--- config.mk ---
export PLATFORM = sky130hd
export DESIGN_NAME = pushdown_automaton_recognizer
export DESIGN_NICKNAME = d
export VERILOG_FILES = /design/src/rtl/pa_pkg.sv /design/src/rtl/pa_front.sv /design/src/rtl/pa_engine.sv /design/src/rtl/pushdown_automaton_recognizer.sv
export SDC_FILE = /design/constraint.sdc
export NUM_CORES = 2
export LEC_CHECK = 0
export ABC_CLOCK_PERIOD_IN_PS = 6500
export BUFFER_PORTS_ARGS = -buffer_cell sky130_fd_sc_hd__buf_2
export CAP_MARGIN = 15
export CORE_ASPECT_RATIO = 0.9
export CORE_MARGIN = 2
export CORE_UTILIZATION = 50
export DETAILED_ROUTE_END_ITERATION = 12
export MAX_ROUTING_LAYER = met4
export PLACE_DENSITY = 0.62
export SLEW_MARGIN = 20
export SYNTH_ARGS = -nofsm -noshare
export SYNTH_HDL_FRONTEND = slang
export SYNTH_HIERARCHICAL = 1
export SYNTH_SLANG_ARGS = --single-unit
--- constraint.sdc ---
create_clock -name aclk -period 6.5 [get_ports aclk]
set_input_delay 0 -clock aclk [delete_from_list [all_inputs] [get_ports aclk]]
set_output_delay 0 -clock aclk [all_outputs]
set_load 0.03 [all_outputs]
--- src/rtl/pa_pkg.sv ---
// ----------------------------------------------------------------------------
// pa_pkg
// Shared types, codes and helpers of the pushdown automaton recognizer.
// ----------------------------------------------------------------------------
`default_nettype none

package pa_pkg;

    // Fixed geometry of the item fields
    localparam int SYMBOL_COUNT = 16;
    localparam int MAX_PUSH     = 4;

    // Input commands
    localparam logic [1:0] CMD_LOAD = 2'd0;
    localparam logic [1:0] CMD_SYM  = 2'd1;
    localparam logic [1:0] CMD_END  = 2'd2;
    localparam logic [1:0] CMD_NOP  = 2'd3;

    // Result status codes
    localparam logic [2:0] ST_ACCEPT   = 3'd0;
    localparam logic [2:0] ST_REJECT   = 3'd1;
    localparam logic [2:0] ST_ILLEGAL  = 3'd2;
    localparam logic [2:0] ST_OVERFLOW = 3'd3;
    localparam logic [2:0] ST_LIMIT    = 3'd4;

    // Configuration register indexes
    localparam logic [2:0] CFG_START_STATE  = 3'd0;
    localparam logic [2:0] CFG_START_SYMBOL = 3'd1;
    localparam logic [2:0] CFG_ACCEPT       = 3'd2;
    localparam logic [2:0] CFG_ALLOWED      = 3'd3;
    localparam logic [2:0] CFG_ENTRY_COUNT  = 3'd4;
    localparam logic [2:0] CFG_MOVE_LIMIT   = 3'd5;

    typedef enum logic [1:0] {
        KIND_LOAD,
        KIND_SYM,
        KIND_END
    } pa_kind_t;

    typedef struct packed {
        logic [3:0]  from_state;
        logic [3:0]  read_symbol;
        logic        read_epsilon;
        logic [3:0]  need_top;
        logic [3:0]  to_state;
        logic [2:0]  push_count;
        logic [15:0] push_string;
    } pa_entry_t;

    typedef struct packed {
        pa_kind_t   kind;
        logic [5:0] entry_index;
        pa_entry_t  entry;
        logic [3:0] data_symbol;
        logic       last_symbol;
        logic       illegal;
    } pa_item_t;

    typedef struct packed {
        logic [3:0]  start_state;
        logic [3:0]  start_stack_symbol;
        logic [15:0] accept_states;
        logic [6:0]  entry_count;
        logic [15:0] move_limit;
    } pa_cfg_t;

    // Limit the push length to the widest string an entry carries
    function automatic logic [2:0] clamp_push(input logic [2:0] cnt);
        if (int'(cnt) > MAX_PUSH) begin
            return 3'(MAX_PUSH);
        end
        return cnt;
    endfunction

    // Pick symbol i of a push string
    function automatic logic [3:0] push_sym(input logic [15:0] str, input logic [2:0] i);
        return 4'(str >> {i[1:0], 2'b00});
    endfunction

endpackage

`default_nettype wire

--- src/rtl/pa_front.sv ---
// ----------------------------------------------------------------------------
// pa_front
// Accepts input words, classifies them and queues them for the engine.
// ----------------------------------------------------------------------------
`default_nettype none

module pa_front (
    input  wire logic              aclk,
    input  wire logic              aresetn,
    input  wire logic              in_valid,
    output logic                   in_ready,
    input  wire logic [1:0]        in_command,
    input  wire pa_pkg::pa_entry_t in_entry,
    input  wire logic [5:0]        in_entry_index,
    input  wire logic [3:0]        in_data_symbol,
    input  wire logic              in_last,
    input  wire logic [15:0]       symbol_allowed,
    output logic                   q_valid,
    input  wire logic              q_ready,
    output pa_pkg::pa_item_t       q_item
);

    pa_pkg::pa_item_t slot_reg [2];
    logic             wptr_reg, wptr_next;
    logic             rptr_reg, rptr_next;
    logic [1:0]       fill_reg, fill_next;
    pa_pkg::pa_item_t item;
    logic             push, pop, legal;

    // Classify the incoming word
    always_comb begin
        legal = (int'(in_data_symbol) < pa_pkg::SYMBOL_COUNT) && symbol_allowed[in_data_symbol];
        item.entry_index = in_entry_index;
        item.entry       = in_entry;
        item.data_symbol = in_data_symbol;
        item.last_symbol = in_last;
        item.illegal     = !legal;
        unique case (in_command)
            pa_pkg::CMD_LOAD: item.kind = pa_pkg::KIND_LOAD;
            pa_pkg::CMD_SYM:  item.kind = pa_pkg::KIND_SYM;
            default:          item.kind = pa_pkg::KIND_END;
        endcase
    end

    assign in_ready = (fill_reg != 2'd2);
    assign push     = in_valid && in_ready && (in_command != pa_pkg::CMD_NOP);
    assign q_valid  = (fill_reg != 2'd0);
    assign pop      = q_valid && q_ready;
    assign q_item   = slot_reg[rptr_reg];

    // Advance pointers and fill level
    always_comb begin
        wptr_next = push ? !wptr_reg : wptr_reg;
        rptr_next = pop ? !rptr_reg : rptr_reg;
        fill_next = 2'(fill_reg + 2'(push) - 2'(pop));
    end

    always_ff @(posedge aclk) begin
        if (!aresetn) begin
            wptr_reg <= 1'b0;
            rptr_reg <= 1'b0;
            fill_reg <= 2'd0;
        end else begin
            wptr_reg <= wptr_next;
            rptr_reg <= rptr_next;
            fill_reg <= fill_next;
        end
    end

    // Hold queued words
    always_ff @(posedge aclk) begin
        if (push) begin
            slot_reg[wptr_reg] <= item;
        end
    end

endmodule

`default_nettype wire

--- src/rtl/pa_engine.sv ---
// ----------------------------------------------------------------------------
// pa_engine
// Runs queued words: table loads, automaton moves and result reporting.
// ----------------------------------------------------------------------------
`default_nettype none

module pa_engine #(
    parameter int TABLE_ENTRIES = 64,
    parameter int STACK_DEPTH   = 256
) (
    input  wire logic             aclk,
    input  wire logic             aresetn,
    input  wire pa_pkg::pa_cfg_t  cfg,
    input  wire logic             q_valid,
    output logic                  q_ready,
    input  wire pa_pkg::pa_item_t q_item,
    output logic                  out_valid,
    input  wire logic             out_ready,
    output logic [2:0]            out_status,
    output logic [3:0]            out_final_state,
    output logic [8:0]            out_stack_level
);

    localparam int TAW = (TABLE_ENTRIES > 1) ? $clog2(TABLE_ENTRIES) : 1;
    localparam int SW  = $clog2(TABLE_ENTRIES + 1);
    localparam int SAW = $clog2(STACK_DEPTH);
    localparam int HW  = $clog2(STACK_DEPTH + 1);

    typedef enum logic [3:0] {
        E_IDLE, E_OPEN, E_DISPATCH, E_CHECK, E_SCAN, E_PUSH, E_TOP, E_NEXT,
        E_AFTER, E_FINISH, E_RESULT
    } eng_state_t;

    eng_state_t        fsm_reg, fsm_next;
    logic [3:0]        auto_reg, auto_next;
    logic [HW-1:0]     height_reg, height_next;
    logic [3:0]        top_reg, top_next;
    logic [2:0]        status_reg, status_next;
    logic              open_reg, open_next;
    logic [15:0]       moves_reg, moves_next;
    logic              ending_reg, ending_next;
    pa_pkg::pa_item_t  cur_reg, cur_next;
    logic [SW-1:0]     scan_reg, scan_next;
    logic              pend_reg, pend_next;
    pa_pkg::pa_entry_t ent_reg, ent_next;
    logic [2:0]        cnt_reg, cnt_next;
    logic [2:0]        k_reg, k_next;
    logic              oval_reg, oval_next;
    logic [2:0]        ostat_reg, ostat_next;
    logic [3:0]        ofin_reg, ofin_next;
    logic [8:0]        olvl_reg, olvl_next;

    pa_pkg::pa_entry_t table_mem [TABLE_ENTRIES];
    logic [3:0]        stack_mem [STACK_DEPTH];
    pa_pkg::pa_entry_t tab_q;
    logic [3:0]        stk_q;

    logic              tab_we, tab_re;
    logic [TAW-1:0]    tab_waddr, tab_raddr;
    logic              stk_we, stk_re;
    logic [SAW-1:0]    stk_waddr, stk_raddr;
    logic [3:0]        stk_wdata;

    logic [15:0]       limit;
    logic [SW-1:0]     n_eff;
    logic              hit;
    logic [2:0]        cnt_hit;
    logic [HW:0]       grow;
    logic [31:0]       lvl_wide;
    logic [3:0]        push_val;

    assign q_ready         = (fsm_reg == E_IDLE);
    assign out_valid       = oval_reg;
    assign out_status      = ostat_reg;
    assign out_final_state = ofin_reg;
    assign out_stack_level = olvl_reg;

    // Limits and the match against the entry just read
    always_comb begin
        limit = (cfg.move_limit == 16'd0) ? 16'd1 : cfg.move_limit;
        if (int'(cfg.entry_count) > TABLE_ENTRIES) begin
            n_eff = SW'(TABLE_ENTRIES);
        end else begin
            n_eff = SW'(cfg.entry_count);
        end
        hit = pend_reg && (tab_q.from_state == auto_reg) && (tab_q.need_top == top_reg) &&
              (tab_q.read_epsilon ||
               (!ending_reg && (tab_q.read_symbol == cur_reg.data_symbol)));
        cnt_hit  = pa_pkg::clamp_push(tab_q.push_count);
        grow     = (HW+1)'(height_reg) + (HW+1)'(cnt_hit);
        lvl_wide = 32'(height_reg);
        push_val = pa_pkg::push_sym(ent_reg.push_string, 3'(cnt_reg - 3'd1 - k_reg));
    end

    // Sequence each word
    always_comb begin
        fsm_next    = fsm_reg;
        auto_next   = auto_reg;
        height_next = height_reg;
        top_next    = top_reg;
        status_next = status_reg;
        open_next   = open_reg;
        moves_next  = moves_reg;
        ending_next = ending_reg;
        cur_next    = cur_reg;
        scan_next   = scan_reg;
        pend_next   = pend_reg;
        ent_next    = ent_reg;
        cnt_next    = cnt_reg;
        k_next      = k_reg;
        oval_next   = oval_reg && !out_ready;
        ostat_next  = ostat_reg;
        ofin_next   = ofin_reg;
        olvl_next   = olvl_reg;
        tab_we      = 1'b0;
        tab_waddr   = TAW'(q_item.entry_index);
        tab_re      = 1'b0;
        tab_raddr   = scan_reg[TAW-1:0];
        stk_we      = 1'b0;
        stk_waddr   = height_reg[SAW-1:0];
        stk_wdata   = push_val;
        stk_re      = 1'b0;
        stk_raddr   = SAW'(height_reg - HW'(2));

        unique case (fsm_reg)
            E_IDLE: begin
                if (q_valid) begin
                    cur_next = q_item;
                    unique case (q_item.kind)
                        pa_pkg::KIND_LOAD: begin
                            tab_we = (int'(q_item.entry_index) < TABLE_ENTRIES);
                        end
                        default: begin
                            fsm_next = open_reg ? E_DISPATCH : E_OPEN;
                        end
                    endcase
                end
            end
            E_OPEN: begin
                stk_we      = 1'b1;
                stk_waddr   = SAW'(0);
                stk_wdata   = cfg.start_stack_symbol;
                auto_next   = cfg.start_state;
                height_next = HW'(1);
                top_next    = cfg.start_stack_symbol;
                status_next = pa_pkg::ST_ACCEPT;
                open_next   = 1'b1;
                fsm_next    = E_DISPATCH;
            end
            E_DISPATCH: begin
                if (cur_reg.kind == pa_pkg::KIND_SYM) begin
                    if (cur_reg.illegal) begin
                        status_next = pa_pkg::ST_ILLEGAL;
                        fsm_next    = E_AFTER;
                    end else if (status_reg == pa_pkg::ST_ACCEPT) begin
                        moves_next  = 16'd0;
                        ending_next = 1'b0;
                        fsm_next    = E_CHECK;
                    end else begin
                        fsm_next = E_AFTER;
                    end
                end else begin
                    fsm_next = E_FINISH;
                end
            end
            E_CHECK: begin
                scan_next = '0;
                pend_next = 1'b0;
                if (height_reg == HW'(0)) begin
                    if (ending_reg) begin
                        fsm_next = E_RESULT;
                    end else begin
                        status_next = pa_pkg::ST_REJECT;
                        fsm_next    = E_AFTER;
                    end
                end else begin
                    fsm_next = E_SCAN;
                end
            end
            E_SCAN: begin
                priority if (hit) begin
                    ent_next  = tab_q;
                    pend_next = 1'b0;
                    if (moves_reg >= limit) begin
                        status_next = pa_pkg::ST_LIMIT;
                        fsm_next    = ending_reg ? E_RESULT : E_AFTER;
                    end else if (grow > (HW+1)'(STACK_DEPTH + 1)) begin
                        status_next = pa_pkg::ST_OVERFLOW;
                        fsm_next    = ending_reg ? E_RESULT : E_AFTER;
                    end else begin
                        height_next = HW'(height_reg - HW'(1));
                        auto_next   = tab_q.to_state;
                        moves_next  = 16'(moves_reg + 16'd1);
                        cnt_next    = cnt_hit;
                        k_next      = 3'd0;
                        if (cnt_hit != 3'd0) begin
                            fsm_next = E_PUSH;
                        end else if (height_reg == HW'(1)) begin
                            fsm_next = E_NEXT;
                        end else begin
                            stk_re   = 1'b1;
                            fsm_next = E_TOP;
                        end
                    end
                end else if (scan_reg < n_eff) begin
                    tab_re    = 1'b1;
                    scan_next = SW'(scan_reg + SW'(1));
                    pend_next = 1'b1;
                end else begin
                    pend_next = 1'b0;
                    if (ending_reg) begin
                        fsm_next = E_RESULT;
                    end else begin
                        status_next = pa_pkg::ST_REJECT;
                        fsm_next    = E_AFTER;
                    end
                end
            end
            E_PUSH: begin
                stk_we      = 1'b1;
                height_next = HW'(height_reg + HW'(1));
                k_next      = 3'(k_reg + 3'd1);
                if (k_reg == 3'(cnt_reg - 3'd1)) begin
                    top_next = push_val;
                    fsm_next = E_NEXT;
                end
            end
            E_TOP: begin
                top_next = stk_q;
                fsm_next = E_NEXT;
            end
            E_NEXT: begin
                if (!ending_reg && !ent_reg.read_epsilon) begin
                    fsm_next = E_AFTER;
                end else begin
                    fsm_next = E_CHECK;
                end
            end
            E_AFTER: begin
                fsm_next = cur_reg.last_symbol ? E_FINISH : E_IDLE;
            end
            E_FINISH: begin
                if (status_reg == pa_pkg::ST_ACCEPT) begin
                    moves_next  = 16'd0;
                    ending_next = 1'b1;
                    fsm_next    = E_CHECK;
                end else begin
                    fsm_next = E_RESULT;
                end
            end
            E_RESULT: begin
                if (!oval_reg || out_ready) begin
                    oval_next = 1'b1;
                    if (status_reg == pa_pkg::ST_ACCEPT) begin
                        ostat_next = cfg.accept_states[auto_reg] ? pa_pkg::ST_ACCEPT
                                                                 : pa_pkg::ST_REJECT;
                    end else begin
                        ostat_next = status_reg;
                    end
                    ofin_next   = auto_reg;
                    olvl_next   = lvl_wide[8:0];
                    open_next   = 1'b0;
                    status_next = pa_pkg::ST_ACCEPT;
                    fsm_next    = E_IDLE;
                end
            end
            default: begin
                fsm_next = E_IDLE;
            end
        endcase
    end

    always_ff @(posedge aclk) begin
        if (!aresetn) begin
            fsm_reg    <= E_IDLE;
            auto_reg   <= 4'd0;
            height_reg <= HW'(1);
            status_reg <= pa_pkg::ST_ACCEPT;
            open_reg   <= 1'b0;
            pend_reg   <= 1'b0;
            oval_reg   <= 1'b0;
        end else begin
            fsm_reg    <= fsm_next;
            auto_reg   <= auto_next;
            height_reg <= height_next;
            status_reg <= status_next;
            open_reg   <= open_next;
            pend_reg   <= pend_next;
            oval_reg   <= oval_next;
        end
        top_reg    <= top_next;
        moves_reg  <= moves_next;
        ending_reg <= ending_next;
        cur_reg    <= cur_next;
        scan_reg   <= scan_next;
        ent_reg    <= ent_next;
        cnt_reg    <= cnt_next;
        k_reg      <= k_next;
        ostat_reg  <= ostat_next;
        ofin_reg   <= ofin_next;
        olvl_reg   <= olvl_next;
    end

    // Transition table
    always_ff @(posedge aclk) begin
        if (tab_we) begin
            table_mem[tab_waddr] <= q_item.entry;
        end
        if (tab_re) begin
            tab_q <= table_mem[tab_raddr];
        end
    end

    // Symbol stack
    always_ff @(posedge aclk) begin
        if (stk_we) begin
            stack_mem[stk_waddr] <= stk_wdata;
        end
        if (stk_re) begin
            stk_q <= stack_mem[stk_raddr];
        end
    end

endmodule

`default_nettype wire

--- src/rtl/pushdown_automaton_recognizer.sv ---
// ----------------------------------------------------------------------------
// pushdown_automaton_recognizer
// Table-driven pushdown automaton that recognizes words of input symbols.
// ----------------------------------------------------------------------------
// Usage: load transition entries with command 0 words on the s_ channel, then
// send data symbols (command 1, tlast on the final symbol) or command 2 for an
// empty word. One result word per recognized word appears on the m_ channel.
// The user must write configuration words on the cfg_ channel only while the
// block is idle; the block does not enforce it. cfg_ready is always high.
// Each move scans the table in order, one entry per cycle, and compares each
// entry once its registered read returns; the move then writes its pushed
// symbols one per cycle, or reloads the top from the stack when nothing is
// pushed and the stack is not left empty. The end of a word runs its remaining
// moves before the result is registered. The table memory has a single read
// port. Items are handled one at a time.
// Reset clears control state; the table and stack hold nothing valid until
// written, and no clearing pass runs. A two-word queue sits behind s_tready,
// and a result waiting on m_tready holds the engine only when the next
// result is due.
// ----------------------------------------------------------------------------
`default_nettype none

module pushdown_automaton_recognizer #(
    parameter int TABLE_ENTRIES = 64,
    parameter int STACK_DEPTH   = 256
) (
    input  wire logic        aclk,
    input  wire logic        aresetn,
    input  wire logic        s_tvalid,
    output logic             s_tready,
    // entry_index, from_state, read_symbol, read_epsilon, required stack top,
    // to_state, push_count, push_string, data_symbol, zero pad
    input  wire logic [47:0] s_tdata,
    // command
    input  wire logic [1:0]  s_tuser,
    input  wire logic        s_tlast,
    output logic             m_tvalid,
    input  wire logic        m_tready,
    // status, final_state, stack_level
    output logic [15:0]      m_tdata,
    input  wire logic        cfg_valid,
    output logic             cfg_ready,
    input  wire logic [2:0]  cfg_index,
    input  wire logic [15:0] cfg_data
);

    pa_pkg::pa_cfg_t   cfg_reg, cfg_next;
    logic [15:0]       allowed_reg, allowed_next;
    pa_pkg::pa_entry_t in_entry;
    logic              q_valid, q_ready;
    pa_pkg::pa_item_t  q_item;
    logic [2:0]        out_status;
    logic [3:0]        out_final_state;
    logic [8:0]        out_stack_level;

    assign cfg_ready = 1'b1;

    // Unpack the entry fields
    always_comb begin
        in_entry.from_state   = s_tdata[9:6];
        in_entry.read_symbol  = s_tdata[13:10];
        in_entry.read_epsilon = s_tdata[14];
        in_entry.need_top     = s_tdata[18:15];
        in_entry.to_state     = s_tdata[22:19];
        in_entry.push_count   = s_tdata[25:23];
        in_entry.push_string  = s_tdata[41:26];
    end

    // Decode configuration writes
    always_comb begin
        cfg_next     = cfg_reg;
        allowed_next = allowed_reg;
        if (cfg_valid) begin
            unique case (cfg_index)
                pa_pkg::CFG_START_STATE:  cfg_next.start_state        = cfg_data[3:0];
                pa_pkg::CFG_START_SYMBOL: cfg_next.start_stack_symbol = cfg_data[3:0];
                pa_pkg::CFG_ACCEPT:       cfg_next.accept_states      = cfg_data;
                pa_pkg::CFG_ALLOWED:      allowed_next                = cfg_data;
                pa_pkg::CFG_ENTRY_COUNT:  cfg_next.entry_count        = cfg_data[6:0];
                pa_pkg::CFG_MOVE_LIMIT:   cfg_next.move_limit         = cfg_data;
                default: ;
            endcase
        end
    end

    always_ff @(posedge aclk) begin
        if (!aresetn) begin
            cfg_reg.start_state        <= 4'd0;
            cfg_reg.start_stack_symbol <= 4'd0;
            cfg_reg.accept_states      <= 16'd0;
            cfg_reg.entry_count        <= 7'd0;
            cfg_reg.move_limit         <= 16'd1024;
            allowed_reg                <= 16'hFFFF;
        end else begin
            cfg_reg     <= cfg_next;
            allowed_reg <= allowed_next;
        end
    end

    pa_front u_front (
        .aclk           (aclk),
        .aresetn        (aresetn),
        .in_valid       (s_tvalid),
        .in_ready       (s_tready),
        .in_command     (s_tuser),
        .in_entry       (in_entry),
        .in_entry_index (s_tdata[5:0]),
        .in_data_symbol (s_tdata[45:42]),
        .in_last        (s_tlast),
        .symbol_allowed (allowed_reg),
        .q_valid        (q_valid),
        .q_ready        (q_ready),
        .q_item         (q_item)
    );

    pa_engine #(
        .TABLE_ENTRIES (TABLE_ENTRIES),
        .STACK_DEPTH   (STACK_DEPTH)
    ) u_engine (
        .aclk            (aclk),
        .aresetn         (aresetn),
        .cfg             (cfg_reg),
        .q_valid         (q_valid),
        .q_ready         (q_ready),
        .q_item          (q_item),
        .out_valid       (m_tvalid),
        .out_ready       (m_tready),
        .out_status      (out_status),
        .out_final_state (out_final_state),
        .out_stack_level (out_stack_level)
    );

    assign m_tdata = {out_stack_level, out_final_state, out_status};

endmodule

`default_nettype wire

==> results by group <==
Outcome
  – Run status: completed

Timing
  – Clock period minus final worst setup slack: between 4 and 5 ns
  – Final Hold Violating Endpoints: 0
  – TNS Setup: 0 ns
  – Transition time at the pin with the least slew margin: 1.11 ns
  – Rel. slew slack: 0.258
  – Final setup violation count: 0
  – Worst Skew: between 0.1 and 0.15 ns
  – Fraction of the cycle the final worst path needs: 0.767
  – Setup repair after global routing missed its margin: no
  – Final-report max-slew violation count: 0
  – Highest attainable clock frequency: about 0.20 GHz

Setup path
  – Startpoint type of the worst setup path: flip-flop
  – Kind of capture point of the worst setup path: flip-flop
  – Arr. time, crit path: between 5 and 6 ns
  – Max Fanout on Critical Path: 20
  – Data required time at the worst endpoint: 7.01 ns
  – Worst setup path class: flip-flop to flip-flop

Clock tree
  – CTS tree: built
  – CTS clock-pin slew for the worst setup and hold paths: 0.06 ns
  – Root buffer selected by CTS: clkbuf_16
  – Number of H-tree levels: 5
  – Number of clock sinks: 3634
  – Skew-Pair Late Insertion Delay: 0.92 ns
  – CTS Buf Count: 367
  – Count of cells resized by post-cts repair: 0
  – Clock buffer depth: 4

Floorplanning
  – Starting utilization of the core area: 0.501
  – Std-Cell Rows: 185
  – Die area: 286000 µm²
  – Chip Width: 564 µm
  – IO Count: 94
  – Die H: ~510 µm
  – Area of the core: approximately 280000 µm²

Place
  – Post-Place Cell Area: 148000 µm²
  – Gp weighted congestion: 0.849
  – Port-buffer cells: 90
  – Post-DP HPWL: 199 mm

Synthesis
  – Yosys warning total: 6
  – Post-synthesis sequential element count: 3634
  – Part of the Yosys area used for sequential elements: 0.767
  – Post-Syn Nets: 6444
  – Number of enable flip-flop cells after synthesis: about 3.5k
  – Cell taking the most area after synthesis: edfxtp_1
  – Synth top area cells: edfxtp_1, mux4_2, dfxtp_1, nor2_1, clkbuf_1
  – Cell count after synthesis: 6330
  – Prevailing post-synth register cell: edfxtp_1
  – Mapped cell area: 141000 µm²
  – Post-synth top cells: edfxtp_1, mux4_2, nor2_1
  – Fraction of post-synthesis cell area in the top cell type by area: 0.754
  – Cell variety after synth: 84
  – Share of synthesized registers carrying an async set or reset: 0
  – Most frequent cell after synthesis: edfxtp_1
  – Mean Syn Cell Area: ~22 µm²

Pwr
  – Largest voltage drop on the vdd net: approximately 0.00027 V
  – Cell area power density: roughly 340 nW/µm²
  – Total leakage power: 50.4 nW

Drt
  – Pre-antenna DRT Iters: 7
  – Routed length on met3: 33.2 mm
  – Count of routing violations after the opening detailed-route iteration: 9011
  – Number of vias per cell: approximately 6.3
  – Routed WL: 347 mm
  – Antenna-violating nets left: 0
  – Post-route DRC violation count: 0
  – M1 WL: between 100 and 150 mm
  – Via count: 68.2k
  – Met2 wire length: 159 mm
  – Highest routed layer: met4
  – Wire length per cell after detailed routing: 32.0 µm

Global routing
  – GR Overflow Total: 0
  – Via count of the first global-routing pass: roughly 70k
  – Pin count of the biggest net entering global routing: 187
  – GRT Resource Usage Total: 0.250
  – Antenna violations before repair: 22
  – Wire length of the first global-routing pass: 496 mm

Final layout
  – Number of flip-flops in the largest register: 2304
  – Area Overhead vs Synth: 13.8%
  – Post-layout net count: 6928
  – Final standard cell area without fillers: between 150000 and 200000 µm²
  – Share of final-layout standard cells stronger than drive strength 1: 0.283

Min path
  – Type of the tightest min-delay check: input port to flip-flop

Job
  – Max-cap check violation count: 0
-- stage by stage --
stage	setup WS [ns]	utilization	total power [mW]	hold slack (ns)	cells
after floorplan	1.24	-	32.4	0.0989	6330
after global placement	1.67	0.524	34.9	0.187	10011
after detailed placement	1.59	0.524	35.2	0.191	10015
after CTS	1.50	0.570	55.1	0.0103	10830
after global routing	1.41	0.571	56.5	0.0726	10840
final	1.52	0.571	54.8	0.0855	10845
-- routing by layer --
metal / vias up / track usage
met3: 466 / 0.0490
met1: 36910 / 0.373
met4: 0 / 0.0517
met5: - / -
li1: 27577 / -
met2: 3243 / 0.364
-- kinds of logic after synthesis --
group                      Yosys count  share of synthesized area
other                                1                  0.0000266
DFF                               3634                      0.767
muxes                             1204                      0.181
and+or+nand+nor                    838                     0.0260
xor gates and xnor gates            45                    0.00285
adders and majority gates           39                    0.00351
buffers and inverters              386                     0.0111
AOI/OAI and AO/OA                  183                    0.00906
-- cell type report --
class                   instances  area [µm²]
fillers                     20443      121000
well taps                    3740        4680
repair buffers                465        4270
inverters                      36         135
multi-input cells            2310       32000
clock inverters               202        1770
flip-flops and latches       3634      108000
diodes                         15        37.5
clock buffers                 443        9510
-- worst paths after layout --
kind,slack (ns),startpoint,cells past startpoint,to
max,1.52,u_engine/fsm_reg[0]$_SDFFE_PN0P_,7,u_engine/table_mem[30][22]$_DFFE_PP_
min,0.09,s_tuser[0],3,u_front/slot_reg[1][48]$_DFFE_PP_
max reg2reg,1.52,u_engine/fsm_reg[0]$_SDFFE_PN0P_,7,u_engine/table_mem[30][22]$_DFFE_PP_
min reg2reg,0.41,u_engine/tab_q[27]$_DFFE_PP_,0,u_engine/ent_reg[27]$_DFFE_PP_
-- power by group --
| group | internal [mW] | total (mW) | switching (mW) |
|---|---|---|---|
| sequential | 28.0 | 28.2 | 0.192 |
| combinational | 1.87 | 6.60 | 4.73 |
| clock | 11.4 | 20.1 | 8.67 |
| total | 41.3 | 54.8 | 13.6 |
-- critical path, cell delays in order, from the launching register on --
cell	delay (ns)
dfxtp_1	0.52
nor4_1	0.79
nand2_1	0.24
nor4_1	0.56
buf_4	0.29
nand3_1	0.73
nor2_4	1.05
buf_4	0.37
-- placed cells by master (no fill, tap or decap), drive strengths merged, types with 10 or more instances in the layout --
| cell | instances |
|---|---|
| dlygate4sd3 | 170 |
| nor3 | 31 |
| nor4 | 10 |
| o21ai | 41 |
| and3 | 16 |
| nor2b | 51 |
| nand3 | 50 |
| dfxtp | 91 |
| o22ai | 10 |
| nor2 | 403 |
| buf | 295 |
| inv | 45 |
| nand2 | 218 |
| and2 | 10 |
| mux2 | 51 |
| clkinv | 163 |
| a311oi | 12 |
| nand4 | 10 |
| mux2i | 86 |
| a31oi | 14 |
| edfxtp | 3543 |
| ha | 38 |
| bufinv | 25 |
| diode | 15 |
| xnor2 | 14 |
| a21oi | 34 |
| mux4 | 1067 |
| xor2 | 31 |
| clkbuf | 443 |
-- what timing repair did --
action	4_1_cts	5_1_grt
endpoints found under the setup margin	0	0
endpoints found under the hold margin	207	0
buffers inserted	0	0
hold buffers	170	0
No activity file was read; power rests on OpenSTA's default activity.
